### src/sv/battery_voltage_capacity_gauge_core_defines.svh
// ----------------------------------------------------------------------------
// Battery gauge assertion macros
// Shared property wrappers for the gauge RTL.
// ----------------------------------------------------------------------------
`ifndef BATTERY_VOLTAGE_CAPACITY_GAUGE_CORE_DEFINES_SVH
`define BATTERY_VOLTAGE_CAPACITY_GAUGE_CORE_DEFINES_SVH

// same-cycle implication
`define BVCG_ASSERT_IMPL(lbl, clk, rst, ante, cons) \
   lbl: assert property (@(posedge clk) disable iff (rst) (ante) |-> (cons)) \
      else $error("gauge assertion failed");

// next-cycle implication
`define BVCG_ASSERT_NEXT(lbl, clk, rst, ante, cons) \
   lbl: assert property (@(posedge clk) disable iff (rst) (ante) |=> (cons)) \
      else $error("gauge assertion failed");

`endif

### src/sv/bvcg_pkg.sv
// ----------------------------------------------------------------------------
// Battery gauge package
// Widths, constants and shared types of the battery gauge.
// ----------------------------------------------------------------------------
`default_nettype none

package bvcg_pkg;

   localparam int ADC_BITS   = 12;
   localparam int SAMPLE_W   = 12;
   localparam int SUM_W      = 20;
   localparam int COUNT_W    = 8;
   localparam int CFG_W      = 16;
   localparam int MV_W       = 19;
   localparam int PCT_W      = 7;
   localparam int CSR_IDX_W  = 3;

   localparam int DIV_W      = 36;
   localparam int DIVISOR_W  = 16;
   localparam int STEP_W     = 6;
   localparam int PCT_NUM_W  = 23;

   localparam int MUL_A_W    = 29;
   localparam int MUL_B_W    = 30;
   localparam int MUL_W      = MUL_A_W + MUL_B_W;
   localparam int RCP_SHIFT  = 39;

   localparam logic [SAMPLE_W-1:0] SAMPLE_MASK =
      (ADC_BITS >= SAMPLE_W) ? {SAMPLE_W{1'b1}} : SAMPLE_W'((1 << ADC_BITS) - 1);

   localparam logic [SUM_W-1:0]     SUM_MAX    = {SUM_W{1'b1}};
   localparam logic [MV_W-1:0]      VOLT_MAX   = {MV_W{1'b1}};
   localparam logic [DIVISOR_W-1:0] UV_PER_MV  = DIVISOR_W'(1000);
   localparam logic [PCT_W-1:0]     FULL_PCT   = PCT_W'(100);

   // x / 1000 == (x * RCP_MULT) >> RCP_SHIFT for every x below 2**29
   localparam logic [MUL_B_W-1:0]   RCP_MULT   = MUL_B_W'(549755814);
   // scaled products at or above this give a saturated voltage
   localparam logic [DIV_W-1:0]     MV_SAT_PROD = DIV_W'(524288000);

   localparam logic [STEP_W-1:0] STEPS_AVG = STEP_W'(SUM_W);
   localparam logic [STEP_W-1:0] STEPS_PCT = STEP_W'(PCT_NUM_W);

   typedef enum logic [CSR_IDX_W-1:0] {
      CSR_SAMPLES      = 3'd0,
      CSR_UV_PER_COUNT = 3'd1,
      CSR_NO_BATT      = 3'd2,
      CSR_EMPTY        = 3'd3,
      CSR_FULL         = 3'd4
   } csr_index_type;

   typedef struct packed {
      logic [COUNT_W-1:0] samples_per_reading;
      logic [CFG_W-1:0]   microvolts_per_count;
      logic [CFG_W-1:0]   no_battery_limit_mv;
      logic [CFG_W-1:0]   empty_level_mv;
      logic [CFG_W-1:0]   full_level_mv;
   } cfg_type;

   typedef struct packed {
      logic                 start;
      logic [DIV_W-1:0]     dividend;
      logic [DIVISOR_W-1:0] divisor;
      logic [STEP_W-1:0]    steps;
   } div_req_type;

   typedef struct packed {
      logic             busy;
      logic             done;
      logic [DIV_W-1:0] quotient;
   } div_stat_type;

endpackage

`default_nettype wire

### src/sv/battery_voltage_capacity_gauge_core.sv
// ----------------------------------------------------------------------------
// Battery voltage and capacity gauge
// Averages ADC samples and reports voltage in mV and capacity in percent.
// ----------------------------------------------------------------------------
//  channel | dir | handshake            | payload
//  req     | in  | req_valid/req_stall  | req_adc_sample
//  rsp     | out | rsp_valid/rsp_stall  | rsp_voltage_mv, rsp_capacity_pct
//  csr     | in  | csr_valid/csr_ready  | csr_index, csr_data
//
//  A sample that does not close a reading only updates the running sum and count.
//  A closing sample computes a reading, with a second division when the
//  voltage falls in the linear range: the shared divider runs 20 steps for
//  the average and 23 for the percentage; mV scaling is a reciprocal multiply.
//  req_stall is high while a reading is computed or its result cannot be
//  stored because the previous result is still stalled.
//  Synchronous active high reset; configuration resets to one sample, zero scale.
// ----------------------------------------------------------------------------
`default_nettype none

module battery_voltage_capacity_gauge_core (
   input  logic                           clock,
   input  logic                           reset,
   input  logic                           req_valid,
   output logic                           req_stall,
   input  logic [bvcg_pkg::SAMPLE_W-1:0]  req_adc_sample,
   output logic                           rsp_valid,
   input  logic                           rsp_stall,
   output logic [bvcg_pkg::MV_W-1:0]      rsp_voltage_mv,
   output logic [bvcg_pkg::PCT_W-1:0]     rsp_capacity_pct,
   input  logic                           csr_valid,
   output logic                           csr_ready,
   input  logic [bvcg_pkg::CSR_IDX_W-1:0] csr_index,
   input  logic [bvcg_pkg::CFG_W-1:0]     csr_data
);
   import bvcg_pkg::*;

   `include "battery_voltage_capacity_gauge_core_defines.svh"

   typedef enum logic [3:0] {
      ST_IDLE,
      ST_AVG,
      ST_MUL,
      ST_MV,
      ST_CAP,
      ST_PCT_GO,
      ST_PCT,
      ST_OUT
   } state_type;

   cfg_type      cfg;
   div_req_type  div_req;
   div_stat_type div_stat;

   state_type          state_ff;
   logic [SUM_W-1:0]   sum_ff;
   logic [COUNT_W-1:0] taken_ff;
   logic [SUM_W-1:0]   avg_ff;
   logic [DIV_W-1:0]   prod_ff;
   logic [MV_W-1:0]    mv_ff;
   logic [PCT_W-1:0]   cap_ff;
   logic               rsp_valid_ff;
   logic [MV_W-1:0]    rsp_mv_ff;
   logic [PCT_W-1:0]   rsp_cap_ff;

   logic [SAMPLE_W-1:0] sample;
   logic [SUM_W:0]      sum_wide;
   logic [SUM_W-1:0]    sum_in;
   logic [COUNT_W-1:0]  taken_in;
   logic [COUNT_W-1:0]  count;
   logic                accept;
   logic                closes;
   logic                out_free;
   logic [MUL_A_W-1:0]  mul_a;
   logic [MUL_B_W-1:0]  mul_b;
   logic [MUL_W-1:0]    mul_p;
   logic [MV_W-1:0]     mv_sat;
   logic [CFG_W-1:0]    span;
   logic [MV_W-1:0]     mv_off;

   bvcg_csr u_csr (
      .clock     (clock),
      .reset     (reset),
      .csr_valid (csr_valid),
      .csr_ready (csr_ready),
      .csr_index (csr_index),
      .csr_data  (csr_data),
      .cfg       (cfg)
   );

   bvcg_divider u_div (
      .clock    (clock),
      .reset    (reset),
      .div_req  (div_req),
      .div_stat (div_stat)
   );

   assign req_stall = (state_ff != ST_IDLE);
   assign accept    = req_valid && !req_stall;
   assign out_free  = !rsp_valid_ff || !rsp_stall;

   assign sample   = req_adc_sample & SAMPLE_MASK;
   assign sum_wide = {1'b0, sum_ff} + (SUM_W + 1)'(sample);
   assign sum_in   = sum_wide[SUM_W] ? SUM_MAX : sum_wide[SUM_W-1:0];
   assign taken_in = taken_ff + COUNT_W'(1);
   assign count    = (cfg.samples_per_reading == '0) ? COUNT_W'(1)
                                                     : cfg.samples_per_reading;
   assign closes   = (taken_in == '0) || (taken_in >= count);

   assign span   = cfg.full_level_mv - cfg.empty_level_mv;
   assign mv_off = mv_ff - MV_W'(cfg.empty_level_mv);

   // shared multiplier: avg * scale, then reciprocal of 1000, then (mv - empty) * 100
   assign mul_a = (state_ff == ST_CAP) ? MUL_A_W'(mv_off) :
                  (state_ff == ST_MV)  ? prod_ff[MUL_A_W-1:0] : MUL_A_W'(avg_ff);
   assign mul_b = (state_ff == ST_CAP) ? MUL_B_W'(FULL_PCT) :
                  (state_ff == ST_MV)  ? RCP_MULT : MUL_B_W'(cfg.microvolts_per_count);
   assign mul_p = MUL_W'(mul_a) * MUL_W'(mul_b);

   assign mv_sat = (prod_ff >= MV_SAT_PROD) ? VOLT_MAX : mul_p[RCP_SHIFT +: MV_W];

   always_comb begin
      div_req.start    = 1'b0;
      div_req.dividend = {sum_in, {(DIV_W - SUM_W){1'b0}}};
      div_req.divisor  = DIVISOR_W'(count);
      div_req.steps    = STEPS_AVG;
      unique case (state_ff)
         ST_IDLE: begin
            div_req.start = accept && closes;
         end
         ST_PCT_GO: begin
            div_req.start    = 1'b1;
            div_req.dividend = {prod_ff[PCT_NUM_W-1:0], {(DIV_W - PCT_NUM_W){1'b0}}};
            div_req.divisor  = span;
            div_req.steps    = STEPS_PCT;
         end
         default: ;
      endcase
   end

   always_ff @(posedge clock) begin
      if (reset) begin
         state_ff     <= ST_IDLE;
         sum_ff       <= '0;
         taken_ff     <= '0;
         rsp_valid_ff <= 1'b0;
      end else begin
         if (state_ff == ST_OUT && out_free) begin
            rsp_valid_ff <= 1'b1;
         end else if (!rsp_stall) begin
            rsp_valid_ff <= 1'b0;
         end
         unique case (state_ff)
            ST_IDLE: begin
               if (accept) begin
                  if (closes) begin
                     sum_ff   <= '0;
                     taken_ff <= '0;
                     state_ff <= ST_AVG;
                  end else begin
                     sum_ff   <= sum_in;
                     taken_ff <= taken_in;
                  end
               end
            end
            ST_AVG: begin
               if (div_stat.done) begin
                  avg_ff   <= div_stat.quotient[SUM_W-1:0];
                  state_ff <= ST_MUL;
               end
            end
            ST_MUL: begin
               prod_ff  <= mul_p[DIV_W-1:0];
               state_ff <= ST_MV;
            end
            ST_MV: begin
               mv_ff    <= mv_sat;
               state_ff <= ST_CAP;
            end
            ST_CAP: begin
               if (mv_ff <= MV_W'(cfg.no_battery_limit_mv)) begin
                  cap_ff   <= FULL_PCT;
                  state_ff <= ST_OUT;
               end else if (mv_ff < MV_W'(cfg.empty_level_mv)) begin
                  cap_ff   <= '0;
                  state_ff <= ST_OUT;
               end else if (mv_ff <= MV_W'(cfg.full_level_mv) && span != '0) begin
                  prod_ff  <= mul_p[DIV_W-1:0];
                  state_ff <= ST_PCT_GO;
               end else begin
                  cap_ff   <= FULL_PCT;
                  state_ff <= ST_OUT;
               end
            end
            ST_PCT_GO: begin
               state_ff <= ST_PCT;
            end
            ST_PCT: begin
               if (div_stat.done) begin
                  cap_ff   <= div_stat.quotient[PCT_W-1:0];
                  state_ff <= ST_OUT;
               end
            end
            ST_OUT: begin
               if (out_free) begin
                  rsp_mv_ff    <= mv_ff;
                  rsp_cap_ff   <= cap_ff;
                  state_ff     <= ST_IDLE;
               end
            end
            default: begin
               state_ff <= ST_IDLE;
            end
         endcase
      end
   end

   assign rsp_valid        = rsp_valid_ff;
   assign rsp_voltage_mv   = rsp_mv_ff;
   assign rsp_capacity_pct = rsp_cap_ff;

   `BVCG_ASSERT_IMPL(a_busy_not_idle, clock, reset, div_stat.busy, state_ff != ST_IDLE)
   `BVCG_ASSERT_IMPL(a_done_waiting, clock, reset, div_stat.done, (state_ff == ST_AVG) || (state_ff == ST_PCT))
   `BVCG_ASSERT_IMPL(a_cap_range, clock, reset, rsp_valid_ff, rsp_cap_ff <= FULL_PCT)
   `BVCG_ASSERT_NEXT(a_close_starts, clock, reset, accept && closes, div_stat.busy)

endmodule

`default_nettype wire

### src/sv/bvcg_csr.sv
// ----------------------------------------------------------------------------
// Battery gauge register bank
// Holds the five configuration registers written over the csr channel.
// ----------------------------------------------------------------------------
`default_nettype none

module bvcg_csr (
   input  logic                          clock,
   input  logic                          reset,
   input  logic                          csr_valid,
   output logic                          csr_ready,
   input  logic [bvcg_pkg::CSR_IDX_W-1:0] csr_index,
   input  logic [bvcg_pkg::CFG_W-1:0]     csr_data,
   output bvcg_pkg::cfg_type              cfg
);
   import bvcg_pkg::*;

   cfg_type cfg_ff;

   assign csr_ready = 1'b1;
   assign cfg       = cfg_ff;

   always_ff @(posedge clock) begin
      if (reset) begin
         cfg_ff.samples_per_reading  <= COUNT_W'(1);
         cfg_ff.microvolts_per_count <= '0;
         cfg_ff.no_battery_limit_mv  <= '0;
         cfg_ff.empty_level_mv       <= '0;
         cfg_ff.full_level_mv        <= '0;
      end else if (csr_valid && csr_ready) begin
         unique case (csr_index)
            CSR_SAMPLES:      cfg_ff.samples_per_reading  <= csr_data[COUNT_W-1:0];
            CSR_UV_PER_COUNT: cfg_ff.microvolts_per_count <= csr_data;
            CSR_NO_BATT:      cfg_ff.no_battery_limit_mv  <= csr_data;
            CSR_EMPTY:        cfg_ff.empty_level_mv       <= csr_data;
            CSR_FULL:         cfg_ff.full_level_mv        <= csr_data;
            default: ;
         endcase
      end
   end

endmodule

`default_nettype wire

### src/sv/bvcg_divider.sv
// ----------------------------------------------------------------------------
// Battery gauge divider
// Shared restoring divider, one quotient bit per cycle.
// ----------------------------------------------------------------------------
`default_nettype none

module bvcg_divider (
   input  logic                   clock,
   input  logic                   reset,
   input  bvcg_pkg::div_req_type  div_req,
   output bvcg_pkg::div_stat_type div_stat
);
   import bvcg_pkg::*;

   `include "battery_voltage_capacity_gauge_core_defines.svh"

   logic                 busy_ff;
   logic                 done_ff;
   logic [STEP_W-1:0]    cnt_ff;
   logic [DIVISOR_W-1:0] rem_ff;
   logic [DIVISOR_W-1:0] dsr_ff;
   logic [DIV_W-1:0]     quo_ff;

   logic [DIVISOR_W:0]   trial;
   logic [DIVISOR_W:0]   diff;
   logic                 fits;
   logic [DIVISOR_W-1:0] rem_in;

   // dividend is left aligned; quotient bits shift in from the bottom
   assign trial  = {rem_ff, quo_ff[DIV_W-1]};
   assign diff   = trial - {1'b0, dsr_ff};
   assign fits   = (trial >= {1'b0, dsr_ff});
   assign rem_in = fits ? diff[DIVISOR_W-1:0] : trial[DIVISOR_W-1:0];

   always_ff @(posedge clock) begin
      if (reset) begin
         busy_ff <= 1'b0;
         done_ff <= 1'b0;
         cnt_ff  <= '0;
      end else begin
         done_ff <= 1'b0;
         if (div_req.start) begin
            busy_ff <= 1'b1;
            cnt_ff  <= div_req.steps;
            rem_ff  <= '0;
            dsr_ff  <= div_req.divisor;
            quo_ff  <= div_req.dividend;
         end else if (busy_ff) begin
            rem_ff <= rem_in;
            quo_ff <= {quo_ff[DIV_W-2:0], fits};
            cnt_ff <= cnt_ff - STEP_W'(1);
            if (cnt_ff == STEP_W'(1)) begin
               busy_ff <= 1'b0;
               done_ff <= 1'b1;
            end
         end
      end
   end

   assign div_stat.busy     = busy_ff;
   assign div_stat.done     = done_ff;
   assign div_stat.quotient = quo_ff;

   `BVCG_ASSERT_IMPL(a_no_start_busy, clock, reset, div_req.start, !busy_ff)
   `BVCG_ASSERT_IMPL(a_rem_below_dsr, clock, reset, busy_ff, rem_ff < dsr_ff)
   `BVCG_ASSERT_IMPL(a_done_not_busy, clock, reset, done_ff, !busy_ff)
   `BVCG_ASSERT_IMPL(a_busy_count, clock, reset, busy_ff, cnt_ff != '0)

endmodule

`default_nettype wire

### config.mk
export PLATFORM = sky130hd
export DESIGN_NAME = battery_voltage_capacity_gauge_core
export DESIGN_NICKNAME = d
export VERILOG_FILES = /design/src/sv/bvcg_pkg.sv /design/src/sv/battery_voltage_capacity_gauge_core.sv /design/src/sv/bvcg_csr.sv /design/src/sv/bvcg_divider.sv
export VERILOG_INCLUDE_DIRS = /design/src /design/src/sv
export SDC_FILE = /design/constraint.sdc
export NUM_CORES = 2
export LEC_CHECK = 0
export BUFFER_PORTS_ARGS = -buffer_cell sky130_fd_sc_hd__buf_2
export CAP_MARGIN = 20
export CORE_UTILIZATION = 55
export CTS_BUF_LIST = sky130_fd_sc_hd__clkbuf_2
export DETAILED_ROUTE_END_ITERATION = 8
export GPL_ROUTABILITY_DRIVEN = 0
export GPL_TIMING_DRIVEN = 0
export PLACE_DENSITY = 0.81
export SYNTH_ARGS = -nofsm -noshare
export SYNTH_HDL_FRONTEND = slang
export SYNTH_HIERARCHICAL = 1
export SYNTH_SLANG_ARGS = --single-unit
### constraint.sdc
create_clock -name clock -period 21.8 [get_ports clock]
set_input_delay 4.36 -clock clock [delete_from_list [all_inputs] [get_ports clock]]
set_output_delay 4.36 -clock clock [all_outputs]
set_load 0.1 [all_outputs]
# ---- Word level (Yosys, flattened, before mapping)
# Index checks and enable logic that the tools add are counted.
dict set report totals {
  ff_bits 289
  latch_bits 0
  ramBits 0
  rom_bits 0
  output_inout_bits 29
  word_cells 132
  n_memories 0
}
dict set report op_classes {
  add_sub_neg 6
  mul 1
  div 0
  order_cmp 6
  eq_ne 22
  n_shift 0
  muxes 40
  bitwise 2
  reduce_logical 33
}
# op count
set ops {}
lappend ops {{36-bit two-way mux} 5}
lappend ops {{36-bit case mux with 2 select lines} 1}
lappend ops {{30-bit two-way mux} 2}
lappend ops {{29-bit by 30-bit multiplier with 58-bit output} 1}
lappend ops {{29-bit two-way mux} 2}
lappend ops {{58-bit two-way mux} 1}
lappend ops {{20-bit two-way mux} 2}
lappend ops {{19-bit by 16-bit less-or-equal comparator with 1-bit output} 2}
lappend ops {{36-bit by 29-bit greater-or-equal comparator with 1-bit output (second input constant)} 1}
lappend ops {{16-bit two-way mux} 2}
lappend ops {{4-bit case mux with 8 select lines} 1}
lappend ops {{16-bit subtractor} 2}
lappend ops {{7-bit two-way mux} 4}
lappend ops {{20-bit by 12-bit adder with 21-bit output} 1}
lappend ops {{4-bit two-way mux} 5}
lappend ops {{19-bit by 16-bit < comparator with 1-bit output} 1}
lappend ops {{19-bit by 16-bit subtractor with 19-bit output} 1}
lappend ops {{2-bit AND reduction} 9}
lappend ops {{17-bit by 16-bit greater-or-equal comparator with 1-bit output} 1}
lappend ops {{4-bit by 3-bit == test with 1-bit output (second input constant)} 4}
lappend ops {{8-bit zero test} 2}
lappend ops {{8-bit two-way mux} 2}
lappend ops {{16-bit nonzero test} 1}
lappend ops {{7-bit case mux with 2 select lines} 1}
lappend ops {{other kinds (28)} 56}

# ---- Depth between registers and ports, before layout
dict set report depth {
  word_depth 8
  depth_mapped 39
  mapped_depth_nobuf 38
}

# ---- Modules after synthesis
# Netlist, hierarchy kept.
# module n_inst cells_each area_each_um2 seq_area_each_um2
set modules_own_cells {}
lappend modules_own_cells {battery_voltage_capacity_gauge_core 1 3233 29256.8 3883.7}
lappend modules_own_cells {bvcg_divider 1 349 4264.1 2202.1}
lappend modules_own_cells {bvcg_csr 1 260 2899.0 1441.4}

# ---- Least setup slack after synthesis
# OpenSTA, ideal clock, no wires.
dict set report synth_timing {
  kind {reg2reg}
  start {register mv_ff[0]}
  end {register mv_ff[18], data pin}
  setup_ps 262
  arrival_time_ps 8558
  t_required_ps 21538
  setup_slack_ps 12980
  path_stages_with_launch 38
  path_buffers 2
  path_cell_list {edfxtp_1 -> inv_1 -> ha_1 -> inv_1 -> fa_1 -> a21o_1 -> a21oi_1 -> o211ai_1 -> nand3_1 -> nand3_1 -> a31oi_1 -> xnor2_1 -> o21ai_0 -> buf_2 -> nor2_1 -> fa_1 -> inv_1 -> fa_1 -> [2 not listed] -> inv_1 -> fa_1 -> inv_1 -> fa_1 -> fa_1 -> fa_1 -> fa_1 -> ha_1 -> buf_2 -> nand4_1 -> o22ai_1 -> o21ai_0 -> nand2_1 -> a21o_1 -> o211ai_4 -> a2111oi_4 -> a21oi_2 -> mux2_1}
}
dict set report synth_between {
  elab_chain_cells 3
}
# element line_no
set synth_rtl {}
lappend synth_rtl {{start: declaration} battery_voltage_capacity_gauge_core.sv:59} ;# logic [MV_W-1:0] mv_ff;
lappend synth_rtl {{start signal: assignment} battery_voltage_capacity_gauge_core.sv:176} ;# mv_ff <= mv_sat;
lappend synth_rtl {{19-bit by 16-bit subtractor with 19-bit output} battery_voltage_capacity_gauge_core.sv:110} ;# assign mv_off = mv_ff - MV_W'(cfg.empty_level_mv);
lappend synth_rtl {{29-bit two-way mux} battery_voltage_capacity_gauge_core.sv:113} ;# assign mul_a = (state_ff == ST_CAP) ? MUL_A_W'(mv_off) :
lappend synth_rtl {{29-bit by 30-bit multiplier with 58-bit output} battery_voltage_capacity_gauge_core.sv:117} ;# assign mul_p = MUL_W'(mul_a) * MUL_W'(mul_b);
# No other way between the ends.
# A chain may end at the register's enable or synchronous reset.

# ---- Worst setup path after layout
dict set report layout_timing {
  start {register mv_ff[1]}
  end {register mv_ff[11], data pin}
}
# Same word-level chain as after synthesis.

==> summary.md <==
| Metric | Value |
|---|---|
| Status | `complete, but fails checks` |
| Failing checks | `DRC` |
| WHS | `0.429 ns` |
| Most frequent cell on the critical path | `fa_1` |
| Register area | `0.00753 mm²` |
| Post-layout minimum cycle time | `10.85 ns` |
| CP Class | `reg2reg` |
| Crit-path max FO | `10` |
| Final Max Slew Viols | `0` |
| RSZ-0062 raised after global routing | `false` |
| Clock sinks | `288` |
| Syn avg cell area | `9.48 µm²` |
| Yosys warns | `6` |
| Final Skew | `0.108 ns` |
| GR Util All Layers | `0.312` |
| Core box area | `0.0649 mm²` |
| Dpl hpwl | `84700 µm` |
| Critical Path End Type | `flop` |
| DRC viols | `3` |
| Die width | `259 µm` |
| Vias in the first global route | `29773` |
| Drt pass-1 iters | `9` |
| Area of the multi-input gates | `0.0258 mm²` |
| Fin. Hold Viols | `0` |
| Slowest CP cell | `a21oi_1` |
| CP startpoint kind | `flop` |
| Final period utilization | `0.498` |
| Max_slew headroom | `0.111` |
| Dpl cells | `4845` |
| Reg-to-reg endpoint | `mv_ff[11]$_SDFFCE_PP1P_` |
| Critical Path AT | `11.47 ns` |
| PwrDens | `47.2 mW/mm²` |
| Hold depth | `0` |
| Vias/cell | `5.85` |
| Total power | `0.00184 W` |
| Clock tree buffer depth | `3` |
| WHS Endpoint | `rsp_capacity_pct[1]$_DFFE_PP_` |
| NumNets Final | `5001` |
| Top Family by Delay on Critical Path | `adder cells` |
| Post-detailed-route count of antenna-violating nets | `0` |
| Max-cap viol count | `0` |
| Fill cells | `5389` |
| I/O pins | `65` |
| Layout cell share with drive strength beyond 1 | `0.0809` |
| CP Buf/Inv Count | `6` |
| Final wirelength | `103000 µm` |
| Total CTS buffers | `71` |
| Leakage power | `19.4 nW` |
| Tightest Pin Transition | `1.33 ns` |
| Data required time of the worst path | `22.42 ns` |
| WL/cell | `20.8 µm` |
| R2r worst-path depth | `33` |
| Synth-to-layout area growth | `6.78%` |
| Cts repair resizes | `0` |
| Largest net degree at the start of global routing | `37` |
| Worst r2r src | `mv_ff[1]$_SDFFCE_PP1P_` |
| Synth Instances | `3841` |
| Initial antenna violation count | `2` |
| Hold Crit Class | `reg2reg` |
| Crit-path max cell delay | `0.72 ns` |
| Setup TNS | `0 ns` |
| Hold_buf cts | `0` |
| Number of setup buffers added after CTS | `0` |
| Worst-Skew Late Latency | `0.93 ns` |
| CP Launch Point | `mv_ff[1]$_SDFFCE_PP1P_` |
| Root Buffer | `clkbuf_2` |
| Buffers on Ports | `63` |
| Hold_sp | `cap_ff[1]$_SDFFCE_PN0P_` |
| TritonCTS clock tree | `built` |
| Initial DRC Count | `3507` |
| First-pass GRT wire length | `161000 µm` |
| Fmax | `92.1 MHz` |
| Final cell count without fillers | `4972` |
| DIE HEIGHT | `259 µm` |
| Via count | `29079` |
| Die footprint | `0.0672 mm²` |
| Post-Syn Area | `0.0364 mm²` |
| Final setup violating endpoints | `0` |
| Worst-path clk slew | `0.11 ns` |
| Worst VDD drop | `0.0492 mV` |
| Util after Layout | `0.599` |
| Cell row count | `93` |
| Initial Util | `0.561` |
| Clock H-tree levels | `3` |
| Register-to-register setup slack | `10.95 ns` |
| Gr ovfl total | `0` |
-- area by class of cell --
class                   count  area share
clock buffers             111      0.0143
inverters                 743      0.0717
multi-input cells        2752       0.663
repair buffers             71      0.0104
diodes                      1   0.0000644
well taps                 855      0.0275
plain buffers             136      0.0158
flip-flops and latches    288       0.194
clock inverters            15     0.00312
-- worst register-to-register path, delay by kind of cell (launching register included) --
family	cells	cell delay (ns)
adders and majority gates	10	4.57
AOI/OAI and AO/OA	8	2.67
and+or+nand+nor	7	1.37
buffers and inverters	6	0.98
DFF	1	0.61
xor gates and xnor gates	1	0.21
muxes	1	0.12
-- cells in the final DEF (no fill, tap or decap), types with 9 or more instances in the layout --
cell and count:
a211oi_1 22, a21o_1 59, a21oi_1 139, a21oi_2 12
a22o_1 12, a31oi_1 26, and2_1 45, and3_1 41
buf_2 86, buf_4 9, clkbuf_1 95, clkbuf_2 112
conb_1 81, dfxtp_1 112, edfxtp_1 176, fa_1 471
ha_1 431, inv_1 742, mux2_2 37, mux2i_1 80
nand2_1 262, nand2b_1 117, nand3_1 61, nand4_1 30
nor2_1 309, nor2b_1 20, nor3_1 52, nor4_1 10
o21a_1 29, o21ai_0 99, o21ai_1 21, o21bai_1 13
o22ai_1 14, o31ai_1 12, or2_2 17, or3_1 14
xnor2_1 56, xor2_1 36
-- report_power, final --
part / total, W / leakage [nW] / internal, W / switching, W
combinational: 0.000812 / 16.4 / 0.000317 / 0.000494
clock: 0.000388 / 0.521 / 0.000158 / 0.000230
sequential: 0.000637 / 2.51 / 0.000621 / 0.0000159
total: 0.00184 / 19.4 / 0.00110 / 0.000740
-- state kept, by name (all words and copies together) (netlist names), 3 cells and up --
name and cells:
u_csr/cfg 72, prod_ff 36, u_div/quo_ff 36, avg_ff 20, sum_ff 20, mv_ff 19
rsp_voltage_mv 19, u_div/dsr_ff 16, u_div/rem_ff 16, taken_ff 8, cap_ff 7, rsp_capacity_pct 7
u_div/cnt_ff 6, state_ff 3
-- layer usage --
metal | track usage | up-vias | part of all wire
li1 | - | 12926 | -
met1 | 0.392 | 13992 | 0.38
met2 | 0.481 | 1716 | 0.44
met3 | 0.0878 | 441 | 0.11
met4 | 0.184 | 4 | 0.068
met5 | 0.00783 | - | 0.00087
-- worst max path at each step --
stage                         endpoint  slack (ns)  depth (start not counted)
2_1_floorplan  mv_ff[18]$_SDFFCE_PP1P_       12.98                         37
3_3_place_gp   mv_ff[11]$_SDFFCE_PP1P_       11.44                         33
3_5_place_dp   mv_ff[11]$_SDFFCE_PP1P_       11.40                         33
4_1_cts        mv_ff[11]$_SDFFCE_PP1P_       11.27                         33
5_1_grt        mv_ff[11]$_SDFFCE_PP1P_       10.64                         33
6_report       mv_ff[11]$_SDFFCE_PP1P_       10.95                         33
-- through the flow --
step / instance area (µm²) / setup slack [ns]
3_3_place_gp: 38100 / 11.44
6_report: 38900 / 10.95
2_1_floorplan: 36700 / 12.98
4_1_cts: 38900 / 11.27
5_1_grt: 38900 / 10.64
3_5_place_dp: 38200 / 11.40
No activity file was read; power rests on OpenSTA's default activity.
